[config.mk]
export PLATFORM = sky130hd
export DESIGN_NAME = chtl_home
export DESIGN_NICKNAME = d
export VERILOG_FILES = /design/src/rtl/chtl_pkg.sv /design/src/rtl/chtl_home.sv
export SDC_FILE = /design/constraint.sdc
export NUM_CORES = 1
export LEC_CHECK = 0
export BUFFER_PORTS_ARGS = -buffer_cell sky130_fd_sc_hd__buf_4
export CAP_MARGIN = 20
export CORE_ASPECT_RATIO = 2
export CORE_MARGIN = 2
export CORE_UTILIZATION = 34
export CTS_BUF_LIST = sky130_fd_sc_hd__clkbuf_4
export CTS_CLUSTER_SIZE = 25
export DETAILED_ROUTE_END_ITERATION = 12
export PLACE_DENSITY = 0.65
export SLEW_MARGIN = 20
export SYNTH_ARGS = -nofsm -noshare
export SYNTH_HDL_FRONTEND = slang
export SYNTH_SLANG_ARGS = --single-unit
[constraint.sdc]
create_clock -name clk -period 7.9 [get_ports clk]
set_input_delay 0.395 -clock clk [delete_from_list [all_inputs] [get_ports clk]]
set_output_delay 0.395 -clock clk [all_outputs]
set_load 0.05 [all_outputs]
[src/rtl/chtl_pkg.sv]
// Shared constants, codes and types for the chained hash table core.
package chtl_pkg;

	localparam int TABLE_ENTRIES = 8192;
	localparam int HOME_BUCKETS  = 4093;
	localparam int VALUE_WIDTH   = 16;
	localparam int KEY_W         = 32;
	localparam int STATUS_W      = 3;
	localparam int ADDR_W        = $clog2(TABLE_ENTRIES);
	localparam int HOME_W        = $clog2(HOME_BUCKETS);

	// 2**HOME_W is congruent to FOLD_MUL modulo HOME_BUCKETS
	localparam int FOLD_MUL      = (1 << HOME_W) - HOME_BUCKETS;

	localparam logic [ADDR_W-1:0] OVF_TOP   = ADDR_W'(TABLE_ENTRIES - 1);
	localparam logic [ADDR_W-1:0] OVF_FLOOR = ADDR_W'(HOME_BUCKETS);

	localparam logic OP_LOOKUP = 1'b0;
	localparam logic OP_INSERT = 1'b1;

	localparam logic [STATUS_W-1:0] ST_HIT       = 3'd0;
	localparam logic [STATUS_W-1:0] ST_MISS      = 3'd1;
	localparam logic [STATUS_W-1:0] ST_INSERTED  = 3'd2;
	localparam logic [STATUS_W-1:0] ST_DUPLICATE = 3'd3;
	localparam logic [STATUS_W-1:0] ST_FULL      = 3'd4;
	localparam logic [STATUS_W-1:0] ST_ZERO      = 3'd5;

	typedef struct packed {
		logic [KEY_W-1:0]  key;
		logic [ADDR_W-1:0] link;
	} entry_t;

endpackage

[src/rtl/chtl_home.sv]
// Home bucket unit: unsigned key modulo HOME_BUCKETS by digit folding, registered.
module chtl_home (
	input  logic                        clk,
	input  logic                        load,
	input  logic [chtl_pkg::KEY_W-1:0]  key,
	output logic [chtl_pkg::HOME_W-1:0] home_q
);
	import chtl_pkg::*;

	localparam int HI0_W = KEY_W - HOME_W;
	localparam int X1_W  = HI0_W + 2;
	localparam int X2_W  = HOME_W + 1;

	logic [X1_W-1:0]   x1;
	logic [X2_W-1:0]   x2;
	logic [X2_W-1:0]   x3;
	logic [X2_W-1:0]   x4;

	// each fold replaces hi*2**HOME_W by hi*FOLD_MUL, same residue
	always_comb begin
		x1 = X1_W'(key[KEY_W-1:HOME_W]) * X1_W'(FOLD_MUL) + X1_W'(key[HOME_W-1:0]);
		x2 = X2_W'(x1[X1_W-1:HOME_W]) * X2_W'(FOLD_MUL) + X2_W'(x1[HOME_W-1:0]);
		x3 = X2_W'(x2[X2_W-1:HOME_W]) * X2_W'(FOLD_MUL) + X2_W'(x2[HOME_W-1:0]);
		x4 = (x3 >= X2_W'(HOME_BUCKETS)) ? x3 - X2_W'(HOME_BUCKETS) : x3;
	end

	always_ff @(posedge clk) begin
		if (load) begin
			home_q <= x4[HOME_W-1:0];
		end
	end
endmodule

## After elaboration in Yosys (flattened, before gate mapping)

Index checks and enable logic that the tools add are counted.

| cells by class | value |
|---|---|
| $add $sub $neg | 4 |
| multipliers | 3 |
| $lt $le $gt $ge | 1 |
| muxes and demuxes | 1 |

Operators with widths:

| operator | number |
|---|---|
| $add 22x12->22 | 1 |
| $mul 20x2->22 const B | 1 |
| $add 12x12->13 | 1 |
| $add 3x12->13 | 1 |
| $ge 13x12->1 const B | 1 |
| $mul 10x2->12 const B | 1 |
| $mux 12 | 1 |
| $sub 12x12->12 const B | 1 |
| $mul 1x2->3 const B | 1 |

| word-level totals | value |
|---|---|
| register bits | 12 |
| input bits | 34 |
| output and inout port bits | 12 |
| logic and storage cells | 10 |

## Depth between registers and ports, before layout

| depth | value |
|---|---|
| word-level depth | 8 |
| depth in mapped cells | 34 |

## Least setup slack after synthesis

Ideal clock, no wire load.

| path | value |
|---|---|
| path kind | input -> register |
| from | input port key[1] in the netlist's numbering |
| to | register home_q[0] in the netlist's numbering, data pin |
| library setup time | 0.260 ns |
| arrival time | 6.397 ns |
| data required time | 7.640 ns |
| slack | 1.243 ns |
| cell stages on the path | 32 |
| path buffers | 0 |
| path through | inv_1 -> fa_1 -> inv_1 -> ha_1 -> inv_1 -> fa_1 -> nor2b_1 -> o21ai_1 -> a21boi_1 -> o41a_1 -> o21ai_0 -> a21oi_1 -> o21ai_0 -> o311a_1 -> fa_1 -> inv_1 -> ha_1 -> a211oi_2 -> o21ai_1 -> and3_1 -> o22a_1 -> a21oi_1 -> nor2b_1 -> or2_2 -> ha_1 -> inv_1 -> fa_1 -> ha_1 -> o2111a_1 -> nand3_4 -> o21ai_4 -> xnor2_1 |

| between the ends | value |
|---|---|
| cells in the longest elaborated chain, start to end | 7 |

Ends and longest elaborated chain:

| element | RTL line | RTL |
|---|---|---|
| start: declaration | chtl_home.sv:5 | `input logic [chtl_pkg::KEY_W-1:0] key,` |
| $add 22x12->22 * | chtl_home.sv:21 | `x1 = X1_W'(key[KEY_W-1:HOME_W]) * X1_W'(FOLD_MUL) + X1_W'(key[HOME_W-1:0]);` |
| $mul 10x2->12 | chtl_home.sv:22 | `x2 = X2_W'(x1[X1_W-1:HOME_W]) * X2_W'(FOLD_MUL) + X2_W'(x1[HOME_W-1:0]);` |
| $add 12x12->13 * | chtl_home.sv:22 |  |
| $mul 1x2->3 | chtl_home.sv:23 | `x3 = X2_W'(x2[X2_W-1:HOME_W]) * X2_W'(FOLD_MUL) + X2_W'(x2[HOME_W-1:0]);` |
| $add 3x12->13 * | chtl_home.sv:23 |  |
| $sub 12x12->12 or $ge 13x12->1 (tied branches) | chtl_home.sv:24 | `x4 = (x3 >= X2_W'(HOME_BUCKETS)) ? x3 - X2_W'(HOME_BUCKETS) : x3;` |
| $mux 12 * | chtl_home.sv:24 |  |
| net x4[0] | chtl_home.sv:17 | `logic [X2_W-1:0] x4;` |
| end signal: assignment | chtl_home.sv:29 | `home_q <= x4[HOME_W-1:0];` |
| end: declaration | chtl_home.sv:6 | `output logic [chtl_pkg::HOME_W-1:0] home_q` |

The timed path passes the listed nets; every way through them passes the cells marked *.
A chain may end at the register's enable or synchronous reset.

## Worst setup path after layout

| path | value |
|---|---|
| from | input port key[12] in the netlist's numbering |
| to | register home_q[4] in the netlist's numbering, data pin |

| between the ends | value |
|---|---|
| cells in the longest elaborated chain, start to end | 8 |

Ends and longest elaborated chain:

| element | RTL line |
|---|---|
| $mul 20x2->22 * | chtl_home.sv:21 |
| $add 22x12->22 * | chtl_home.sv:21 |
| $mul 10x2->12 | chtl_home.sv:22 |
| $add 12x12->13 * | chtl_home.sv:22 |
| $mul 1x2->3 | chtl_home.sv:23 |
| $add 3x12->13 * | chtl_home.sv:23 |
| $sub 12x12->12 or $ge 13x12->1 (tied branches) | chtl_home.sv:24 |
| $mux 12 * | chtl_home.sv:24 |
| net x4[4] | chtl_home.sv:17 |

Marked as above.

==> metrics <==
status finished clean; Fin Setup TNS 0 ns; clk buf depth 2; Netlist cell types 57; initial antenna violation count 0; clock slew seen by the registers of the worst setup and hold paths 0.07 ns; Fmax 141 MHz; min Tclk post-route 7.09 ns; worst slew pin tran 0.603 ns; Avg Cell Area, Syn 9.29 um2; Starting DRT DRC Count 56; Die ar. 9240 um2; max incr delay on CP 0.52 ns; IO Pins 46; final setup violation count 0; share of cells above drive strength 1 20.0%; Slowest cell on crit path fa_1; nets 461; Pre-Repair DR Iteration Count 4; core area 8230 um2; Crit Path Class in -> reg; Crit path required time 7.89 ns; maximum capacitance violations 0; Max FO, Critical Path 7; Synth warnings 0; Max Slew Vio Count 0; Post-route DRC 0; H-tree depth 1; RSZ-0062 raised after global routing false; hold_buf cts 0; number of diodes 0; Via density 5.21; Worst Setup Start Kind primary input; max FFs per register 12; ys async rst share 0%; Total Wirelength 5890 um; number of flops mapped to enable cells by yosys 12; number of buffers created by CTS 3; #FFs+latches synth 12; Row Count 47; Post-CTS Resized 0; Initial Util 34.9%; routed vias 2361; Die Height 134 um; period utilization 89.7%; Worst setup EP type flop; clk sinks 12; Root Driver clkbuf_4; worst endpoint data arrival time 7.08 ns; Synth Flop Type edfxtp_1; Final ANT Viol Nets 0; gr usage total 13.8%; WL/cell 13.0 um; biggest regs home_q: 12 flops; CTS tree done; top cells by area, synth ha_1, fa_1, edfxtp_1; DIE WIDTH 69.0 um; crit-path most repeated cell inv_1; Yosys top cell area share 21.4%; synthesis-to-layout area growth 16.6%; routability cong. 0.854; largest net degree at the start of global routing 13; Post-Syn Nets 413; number of global-route vias before repair 2414; Worst Hold Class in -> reg; IO buf count 45; Top reg by flops home_q; DP HPWL 5510 um; sequential area share after synthesis 12.6%; CP bufs+invs 6; family with the most delay on the worst path compound AO/OA/AOI/OAI gates; Final Hold Viols 0; Max-slew headroom 59.7%; post-synthesis cell area 2870 um2; first-pass GRT wire length 10100 um; grt ovf 0; setup bufs post-CTS 0; Gate Count Post-Synth 309; post-synth top area cell ha_1
[cell families (layout without fill, tap and decap cells)]
kind of cell,after synthesis,count (layout),share of synthesized area [%]
adders and majority gates,70,70,36.0
AOI/OAI and AO/OA,80,80,19.8
buffers and inverters,39,85,5.10
xor gates and xnor gates,37,37,12.1
and+or+nand+nor,70,70,14.1
muxes,1,1,0.349
DFF,12,12,12.6
[cell type report]
type	count	area [um2]
Fill cell	867	4890
Multi-Input combinational cell	258	2360
Sequential cell	12	360
Timing Repair Buffer	45	338
Inverter	37	139
Tap cell	98	123
Clock buffer	3	22.5
[metrics by stage]
| step | hold WS (ns) | instances | setup WS [ns] | instance area [um2] | util (%) |
|---|---|---|---|---|---|
| after floorplan | 0.507 | 309 | 1.24 | 2870 | - |
| after global placement | 0.727 | 450 | 0.653 | 3320 | 40.4 |
| after detailed placement | 0.734 | 450 | 0.571 | 3320 | 40.4 |
| after CTS | 0.459 | 453 | 0.824 | 3350 | 40.6 |
| after global routing | 0.468 | 453 | 0.198 | 3350 | 40.6 |
| final | 0.451 | 453 | 0.812 | 3350 | 40.6 |
[cell usage after synthesis, types with 2 or more instances]
cell type,count
o21ai_1,3
clkbuf_1,2
ha_1,49
nand3_1,4
nand2_1,13
fa_1,21
inv_1,37
edfxtp_1,12
nand3_2,2
a211oi_1,3
o211ai_1,2
a21o_1,10
o21ai_0,9
or2_2,3
a21oi_1,21
nor2b_1,2
xor2_2,2
o21a_1,5
nor3_1,6
o21bai_1,5
a31oi_1,6
nand4_1,2
nor2_1,24
xor2_1,17
xnor2_1,17
[cells in the final DEF, fill, tap and decap left out, drive strengths merged, types with 11 or more instances in the layout]
cell type / count
xor2: 19
nor2: 25
inv: 37
fa: 21
buf: 45
o21ai: 13
xnor2: 18
edfxtp: 12
ha: 49
a21oi: 22
a21o: 11
nand2: 13
[path summary, 6_finish.rpt]
path,depth (start not counted),to,slack [ns],startpoint
hold / removal,1,home_q[3]$_DFFE_PP_,0.45,load
setup / recovery,34,home_q[4]$_DFFE_PP_,0.81,key[12]
[metal layers]
metal	GRT usage (%)	part of all wire, %	vias up
li1	-	-	1190
met1	12.4	31	1126
met2	29.6	64	34
met3	0.336	1.9	11
met4	4.47	2.6	0
met5	0	0	-
Power is not shown: default switching activity piles up to over one toggle a cycle in this logic, so the estimate is an artifact.
