<file path="config.mk">
export PLATFORM = sky130hd
export DESIGN_NAME = chtl_ram
export DESIGN_NICKNAME = d
export VERILOG_FILES = /design/src/rtl/chtl_ram.sv
export SDC_FILE = /design/constraint.sdc
export NUM_CORES = 1
export LEC_CHECK = 0
export CAP_MARGIN = 20
export CORE_MARGIN = 1.5
export CORE_UTILIZATION = 55
export CTS_CLUSTER_SIZE = 16
export DETAILED_ROUTE_END_ITERATION = 8
export DONT_BUFFER_PORTS = 1
export PLACE_DENSITY_LB_ADDON = 0.08
export SLEW_MARGIN = 20
export SYNTH_ARGS = -nofsm -noshare
export SYNTH_HDL_FRONTEND = slang
export SYNTH_SLANG_ARGS = --single-unit
</file>
<file path="constraint.sdc">
create_clock -name clk -period 5.9 [get_ports clk]
set_input_delay 1.18 -clock clk [delete_from_list [all_inputs] [get_ports clk]]
set_output_delay 1.18 -clock clk [all_outputs]
set_load 0.01 [all_outputs]
</file>
<file path="src/rtl/chtl_ram.sv">
// Generic single-write, single-read RAM with registered read data.
module chtl_ram #(
	parameter int WIDTH = 8,
	parameter int DEPTH = 16
) (
	input  logic                     clk,
	input  logic                     we,
	input  logic [$clog2(DEPTH)-1:0] waddr,
	input  logic [WIDTH-1:0]         wdata,
	input  logic [$clog2(DEPTH)-1:0] raddr,
	output logic [WIDTH-1:0]         rdata
);
	logic [WIDTH-1:0] mem [DEPTH];

	always_ff @(posedge clk) begin
		if (we) begin
			mem[waddr] <= wdata;
		end
		rdata <= mem[raddr];
	end
endmodule

</file>
# Word level (Yosys, flattened, before mapping)
# Memory sizes are Yosys's and may differ from the RTL's. A register that Yosys moved wholly into a read port is not among the register bits.
# Cells that the tools add are included.
[totals]
ff_bits = 0
latch_bits = 0
ram_bits = 128
rom_bits = 0
in_bits = 18
output_inout_bits = 8
word_cells = 3
mem_count = 1
[classes]
n_addsub = 0
n_mul = 0
div_mod_pow = 0
magnitude_cmp = 0
eq_ne = 0
shift = 0
mux = 2
n_bitwise = 0
n_reduce_logical = 0
[memory_table]
columns = ["name", "depth", "word_bits", "rd", "rd_clocked_by_memory_dff", "write_ports", "line", "source"]
rows = [
  ["mem", 16, 8, 1, 1, 1, "13", "logic [WIDTH-1:0] mem [DEPTH];"],
]
[ops]
columns = ["operator", "n"]
rows = [
  ["two-way mux 1 bit", 2],
]

# Logic depth before layout (Yosys ltp)
# Gate-level depths: netlist (run 1).
[depth]
ltp_word = 2
depth_mapped = 5

# Worst setup path before layout (run 1)
# Ideal clock, no wire load.
[synth_path]
kind = "input -> register"
start = "input waddr[2]"
end = "memory mem[0][0] (enable)"
setup_ns = 0.383
arrival_time_ns = 2.290
required_ns = 5.517
path_slack_ns = 3.227
stages = 2
n_path_buf = 0
path_cell_list = "or3b_2 > nor3_1"
[synth_rtl]
columns = ["element", "line", "source"]
rows = [
  ["from (decl)", "8", "input logic [$clog2(DEPTH)-1:0] waddr,"],
  ["to (decl)", "13", ""],
]
# Straight into the memory's write port.

# Final worst setup path (run 1)
[layout_path]
start = "input waddr[2]"
end = "memory mem[1][1] (enable)"
# Straight into the memory's write port.

==> run_results.csv, run 1 <==
group,metric,value,unit
synthesis,synth_edf_count,128,
timing,fin_setup_tns,0,ns
pwr,clkPwrFrac,44.3,%
clocking,ctsRootBufferMaster,"clkbuf_8",
timing,max-slew-margin-rel,44.1,%
synthesis,postSynthCellCount,229,
placement,place.gp.congestion,0.857,
finish,fillers,598,
setup_path,cp_num_buf_inv,0,
setup_path,required,6.03,ns
clocking,clock_path_buffers,2,
pwr,comb_power_share,2.8,%
timing,setup_violations,0,
status,status,"complete, no violations",
worst_hold_path,hold_path.class,"reg2reg",
pwr,powerDensity,359,nW/um^2
worst_hold_path,hold_depth,3,
floorplan,fp.dieH,99.7,microns
setup_path,r2r_cells,3,
clocking,cts_max_level,4,
floorplan,die_area,9950,sq um
placement,port_buffers,0,
clocking,cts_buffers,17,
run,maxCapViolations,0,
pwr,p_seq_share,53.0,%
timing,finClkSkew,0.00666,ns
detailed_routing,wl_per_cell,26.1,microns
setup_path,endpoint_kind,"register",
setup_path,crit_family,"simple AND/OR/NAND/NOR gates",
finish,diodes,0,
synthesis,syn_area_per_cell,22.5,sq um
synthesis,yosys.area.top_type_share,74.7,%
clocking,clk_latency,0.51,ns
synthesis,synth_area,5150,sq um
global_routing,grt_usage,20.8,%
clocking,ctsHoldBuffers,0,
pwr,p_sw_share,19.4,%
global_routing,first_global_vias,2393,
clocking,post_cts_resized,0,
floorplan,core-area,9150,sq um
setup_path,worstReg2RegStart,"mem[1][3]",
floorplan,die_w,99.7,microns
synthesis,yosysSeqAreaShare,77.8,%
global_routing,grt_pass1_wl,13900,microns
detailed_routing,viasPerCell,6.27,
floorplan,ios,26,
clocking,cts_setup_buffers,0,
placement,placed_area,5200,sq um
pwr,internal-power,1.66,mW
setup_path,critPathKind,"in2reg",
synthesis,synth_area_leaders,"edfxtp_1 (75%), mux4_2 (7.9%), mux4_1 (7.1%), dfxtp_1 (3.1%), a22oi_1 (2.3%)",
detailed_routing,drc,0,
finish,syn_to_final_growth,11.6,%
global_routing,grt_max_degree,33,
floorplan,rows,35,
detailed_routing,final_antenna_net_count,0,
timing,post-route-min-period,2.21,ns
synthesis,yosys-top-cells-count,"edfxtp_1 (128), mux4_2 (18), a22oi_1 (16)",
clocking,cts_tree,"built",
setup_path,path_max_fanout,8,
setup_path,cpPeakStageDelay,0.66,ns
timing,hold_viol_final,0,
finish,layout-drive-gt1-share,20.8,%
setup_path,cp_slowest_cell,"nor2_1",
worst_hold_path,worst_hold_path.endpoint,"rdata[5]",
setup_path,path_cells,"or3b_2 -> nor2_1",
synthesis,yosysMostFrequentCell,"edfxtp_1",
detailed_routing,drtIter0Drc,365,
setup_path,rrSetupSlack,4.40,ns
synthesis,synth_top_area_cell,"edfxtp_1",
timing,whs,0.680,ns
synthesis,ys_warn_count,0,
detailed_routing,drt_wl_total,9410,microns
setup_path,worstReg2RegEnd,"rdata[3]",
timing,max_freq,452,MHz
pwr,vdd_drop_max,0.228,mV
synthesis,ys_types,19,
pwr,p_sw,401,uW
synthesis,synth_flop_cell,"edfxtp_1",
synthesis,syn-num-nets,247,
timing,grt_setup_unrepaired,"no",
detailed_routing,dr.pass1.iters,5,
finish,utilization,62.8,%
placement,dpl.hpwl,5860,microns
finish,final_cell_area,5750,sq um
pwr,p_leak,1.84,nW
global_routing,grt-ovfl-total,0,
floorplan,start_util,56.2,%
clocking,clk_pin_slew,0.06,ns
synthesis,synth_seq_cells,136,
global_routing,antenna_found_initial,0,
timing,min_period_over_period,37.5,%
setup_path,arrival,2.34,ns
clocking,cts_sinks,136,
timing,tightest_slew,0.835,ns
timing,finalMaxSlewViolations,0,
worst_hold_path,hp-start,"mem[15][5]",
setup_path,critPathLaunchType,"input port",
detailed_routing,vias,2265,
synthesis,async_flop_share,0,%
finish,layout.nets,256,
==> state kept, by name (all words and copies together), names as in the netlist <==
name and count:
mem 128, rdata 8
==> layout by cell type, fill, tap and decap left out <==
| master | n |
|---|---|
| dfxtp_1 | 8 |
| or3b_2 | 1 |
| nor2b_1 | 1 |
| a22oi_1 | 16 |
| nand2b_1 | 2 |
| nand3b_1 | 2 |
| nand3_1 | 1 |
| clkinv_1 | 2 |
| clkbuf_8 | 1 |
| clkbuf_16 | 16 |
| nor2_1 | 13 |
| mux4_2 | 18 |
| nor3_2 | 4 |
| bufinv_16 | 1 |
| mux4_1 | 14 |
| and2_1 | 1 |
| edfxtp_1 | 128 |
| nand2_1 | 9 |
| clkinvlp_4 | 6 |
| clkinv_2 | 4 |
| and2b_1 | 1 |
| clkinv_4 | 1 |
==> through the flow <==
| step | instances | power (mW) | worst slack [ns] |
|---|---|---|---|
| floorplan | 229 | 1.16 | 3.23 |
| global placement | 330 | 1.17 | 3.09 |
| detailed placement | 330 | 1.17 | 2.98 |
| CTS | 361 | 2.07 | 3.48 |
| global route | 361 | 2.12 | 3.66 |
| finish | 361 | 2.06 | 3.69 |
==> worst max path at each step <==
stage                     startpoint   endpoint  slack, ns  depth (start not counted)
after floorplan             waddr[2]  mem[0][0]       3.23                          2
after global placement      waddr[2]  mem[0][5]       3.09                          2
after detailed placement    waddr[2]  mem[0][2]       2.98                          2
after CTS                   waddr[2]  mem[0][6]       3.48                          2
after global routing        waddr[2]  mem[2][4]       3.66                          2
final                       waddr[2]  mem[1][1]       3.69                          2
==> metal layers <==
| metal | GRT usage, % | vias up | routed length [microns] |
|---|---|---|---|
| li1 | - | 990 | - |
| met1 | 26.8 | 1172 | 3680 |
| met2 | 33.5 | 95 | 4830 |
| met3 | 7.24 | 8 | 766 |
| met4 | 7.48 | 0 | 125 |
| met5 | 0 | - | 0 |
==> power by group through the flow <==
stage                     combinational, mW  clock (mW)  sequential (mW)
final                                0.0572       0.912             1.09
after global routing                 0.0609       0.967             1.09
after CTS                            0.0573       0.921             1.09
after detailed placement             0.0568           0             1.11
after global placement               0.0559           0             1.11
after floorplan                      0.0548           0             1.11
==> area by class of cell <==
cell class	instances	area [sq um]	share of cell area (%)
flip-flops and latches	136	4000	69.7
well taps	111	139	2.42
multi-input cells	83	1080	18.7
clock inverters	14	111	1.94
clock buffers	17	414	7.21
==> logic make-up (layout without fill, tap and decap cells) <==
kind of cell | count (synthesis) | after routing | synth area share, %
flip-flops | 136 | 136 | 77.8
AND/OR/NAND/NOR | 35 | 35 | 3.18
AO/OA/AOI/OAI | 16 | 16 | 2.33
buffers and inverters | 10 | 31 | 1.68
multiplexers | 32 | 32 | 15.0
No activity file was read; power rests on OpenSTA's default activity.
==> run 2, diff against run 1 <==
==> constraint.sdc (replaced) <==
create_clock -name clk -period 2.25 [get_ports clk]
set_input_delay 0.45 -clock clk [delete_from_list [all_inputs] [get_ports clk]]
set_output_delay 0.45 -clock clk [all_outputs]
set_load 0.01 [all_outputs]
==> run 2 against run 1 <==
Hold slack lost 0.65 ns. Register-to-register slack lost 3.6 ns. Clock-buffer cell count grew 1. Sequential share of layout area shrank 2.0 points. Sequential power grew to 2.6 times the previous value. Global-route usage grew 1.1 points. Largest power group is now clock.
==> run_results.csv, run 2 (synthesized netlist as in run 1, its figures left out) <==
group,metric,value,unit
timing,max-slew-margin-rel,48.8,%
finish,syn_to_final_growth,14.9,%
timing,post-route-min-period,1.49,ns
setup_path,critPathKind,"reg2reg",
run,maxCapViolations,0,
floorplan,fp.dieH,99.7,microns
floorplan,die_area,9950,sq um
clocking,clk_latency,0.51,ns
setup_path,arrival,1.87,ns
setup_path,critPathLaunchType,"register",
global_routing,grt_pass1_wl,14800,microns
global_routing,grt_max_degree,33,
detailed_routing,viasPerCell,6.24,
timing,finClkSkew,0.00951,ns
timing,whs,0.0327,ns
detailed_routing,drt_wl_total,9710,microns
clocking,cts_sinks,136,
clocking,clock_path_buffers,2,
finish,utilization,64.6,%
status,status,"complete, no violations",
finish,diodes,0,
clocking,post_cts_resized,0,
placement,dpl.hpwl,5840,microns
pwr,finalPower,5.90,mW
global_routing,antenna_found_initial,0,
pwr,vdd_drop_max,0.527,mV
clocking,cts_tree,"built",
timing,worst_slack,0.763,ns
timing,grt_setup_unrepaired,"no",
placement,place.gp.congestion,0.774,
finish,layout_common_cells,"edfxtp_1 (128), mux4_2 (18), a22oi_1 (16), clkbuf_16 (16), mux4_1 (14)",
placement,placed_area,5290,sq um
placement,place_ws,0.343,ns
timing,max_freq,673,MHz
timing,hold_viol_final,0,
detailed_routing,dr.pass1.iters,4,
worst_hold_path,hold_path.class,"in2reg",
finish,final_cell_area,5910,sq um
detailed_routing,vias,2333,
floorplan,core-area,9150,sq um
finish,final_common_cell,"edfxtp_1",
pwr,p_leak,1.96,nW
clocking,cts_buffers,17,
setup_path,path_max_fanout,1,
clocking,ctsRootBufferMaster,"clkbuf_8",
detailed_routing,wl_per_cell,25.9,microns
placement,port_buffers,0,
setup_path,endpoint_kind,"register",
clocking,cts_max_level,4,
finish,layout.nets,268,
floorplan,start_util,56.2,%
detailed_routing,drc,0,
finish,layout-drive-gt1-share,22.4,%
timing,tightest_slew,0.765,ns
timing,setup_violations,0,
global_routing,first_global_vias,2396,
timing,fin_setup_tns,0,ns
pwr,powerDensity,997,nW/um^2
floorplan,rows,35,
placement,dp_cells,342,
finish,largest_reg_flops,128,
detailed_routing,final_antenna_net_count,0,
finish,fillers,580,
global_routing,grt-ovfl-total,0,
detailed_routing,drtIter0Drc,197,
floorplan,die_w,99.7,microns
timing,finalMaxSlewViolations,0,
clocking,clk_pin_slew,0.06,ns
global_routing,grt_usage,21.9,%
finish,top_register,"mem",
clocking,ctsHoldBuffers,0,
finish,final_cells,374,
floorplan,ios,26,
timing,min_period_over_period,66.1,%
clocking,cts_setup_buffers,0,
setup_path,required,2.63,ns
finish,largestRegisters,"mem: 128 flops, rdata: 8 flops",
==> run 2: cell count changes in the layout (fill, tap and decap cells not counted) <==
cell,previous run,this run
clkinv_2,4,2
inv_6,0,1
bufinv_16,1,5
clkinv_1,2,3
clkinvlp_4,6,2
clkbuf_1,0,1
buf_4,0,12
nor3_1,0,4
nor3_2,4,0
==> run 2: final cells by class <==
| class | instances | area [sq um] | share of cell area, % |
|---|---|---|---|
| timing repair buffer | 12 | 90.1 | 1.52 |
| tap | 111 | 139 | 2.35 |
| multi-input combinational | 83 | 1060 | 17.9 |
| clock buffer | 18 | 418 | 7.07 |
| clock inverter | 14 | 204 | 3.45 |
| sequential | 136 | 4000 | 67.7 |
==> run 2: path summary, 6_finish.rpt <==
kind	end	slack, ns	cells after the start	start
max reg2reg	rdata[1]	0.76	3	mem[1][1]
max	rdata[1]	0.76	3	mem[1][1]
min reg2reg	rdata[5]	0.68	3	mem[12][5]
min	mem[1][3]	0.03	0	wdata[3]
==> run 2: critical path, cell delays in order (launching register included) <==
cell and delay (ns):
edfxtp_1 0.35, mux4_1 0.57, a22oi_1 0.33, nand2_1 0.12
==> run 2: report_power, final <==
group / switching [mW] / internal, mW / leakage [nW]
Combinational: 0.0693 / 0.0839 / 0.434
Sequential: 0.0251 / 2.83 / 1.22
Clock: 0.985 / 1.90 / 0.298
==> run 2: metal layers <==
layer / GRT usage, % / share of wire (%) / wire length, microns
met5: 0 / 0 / 0
met4: 6.50 / 0.97 / 94
met3: 7.87 / 6.9 / 673
met2: 33.7 / 50 / 4830
met1: 30.0 / 42 / 4110
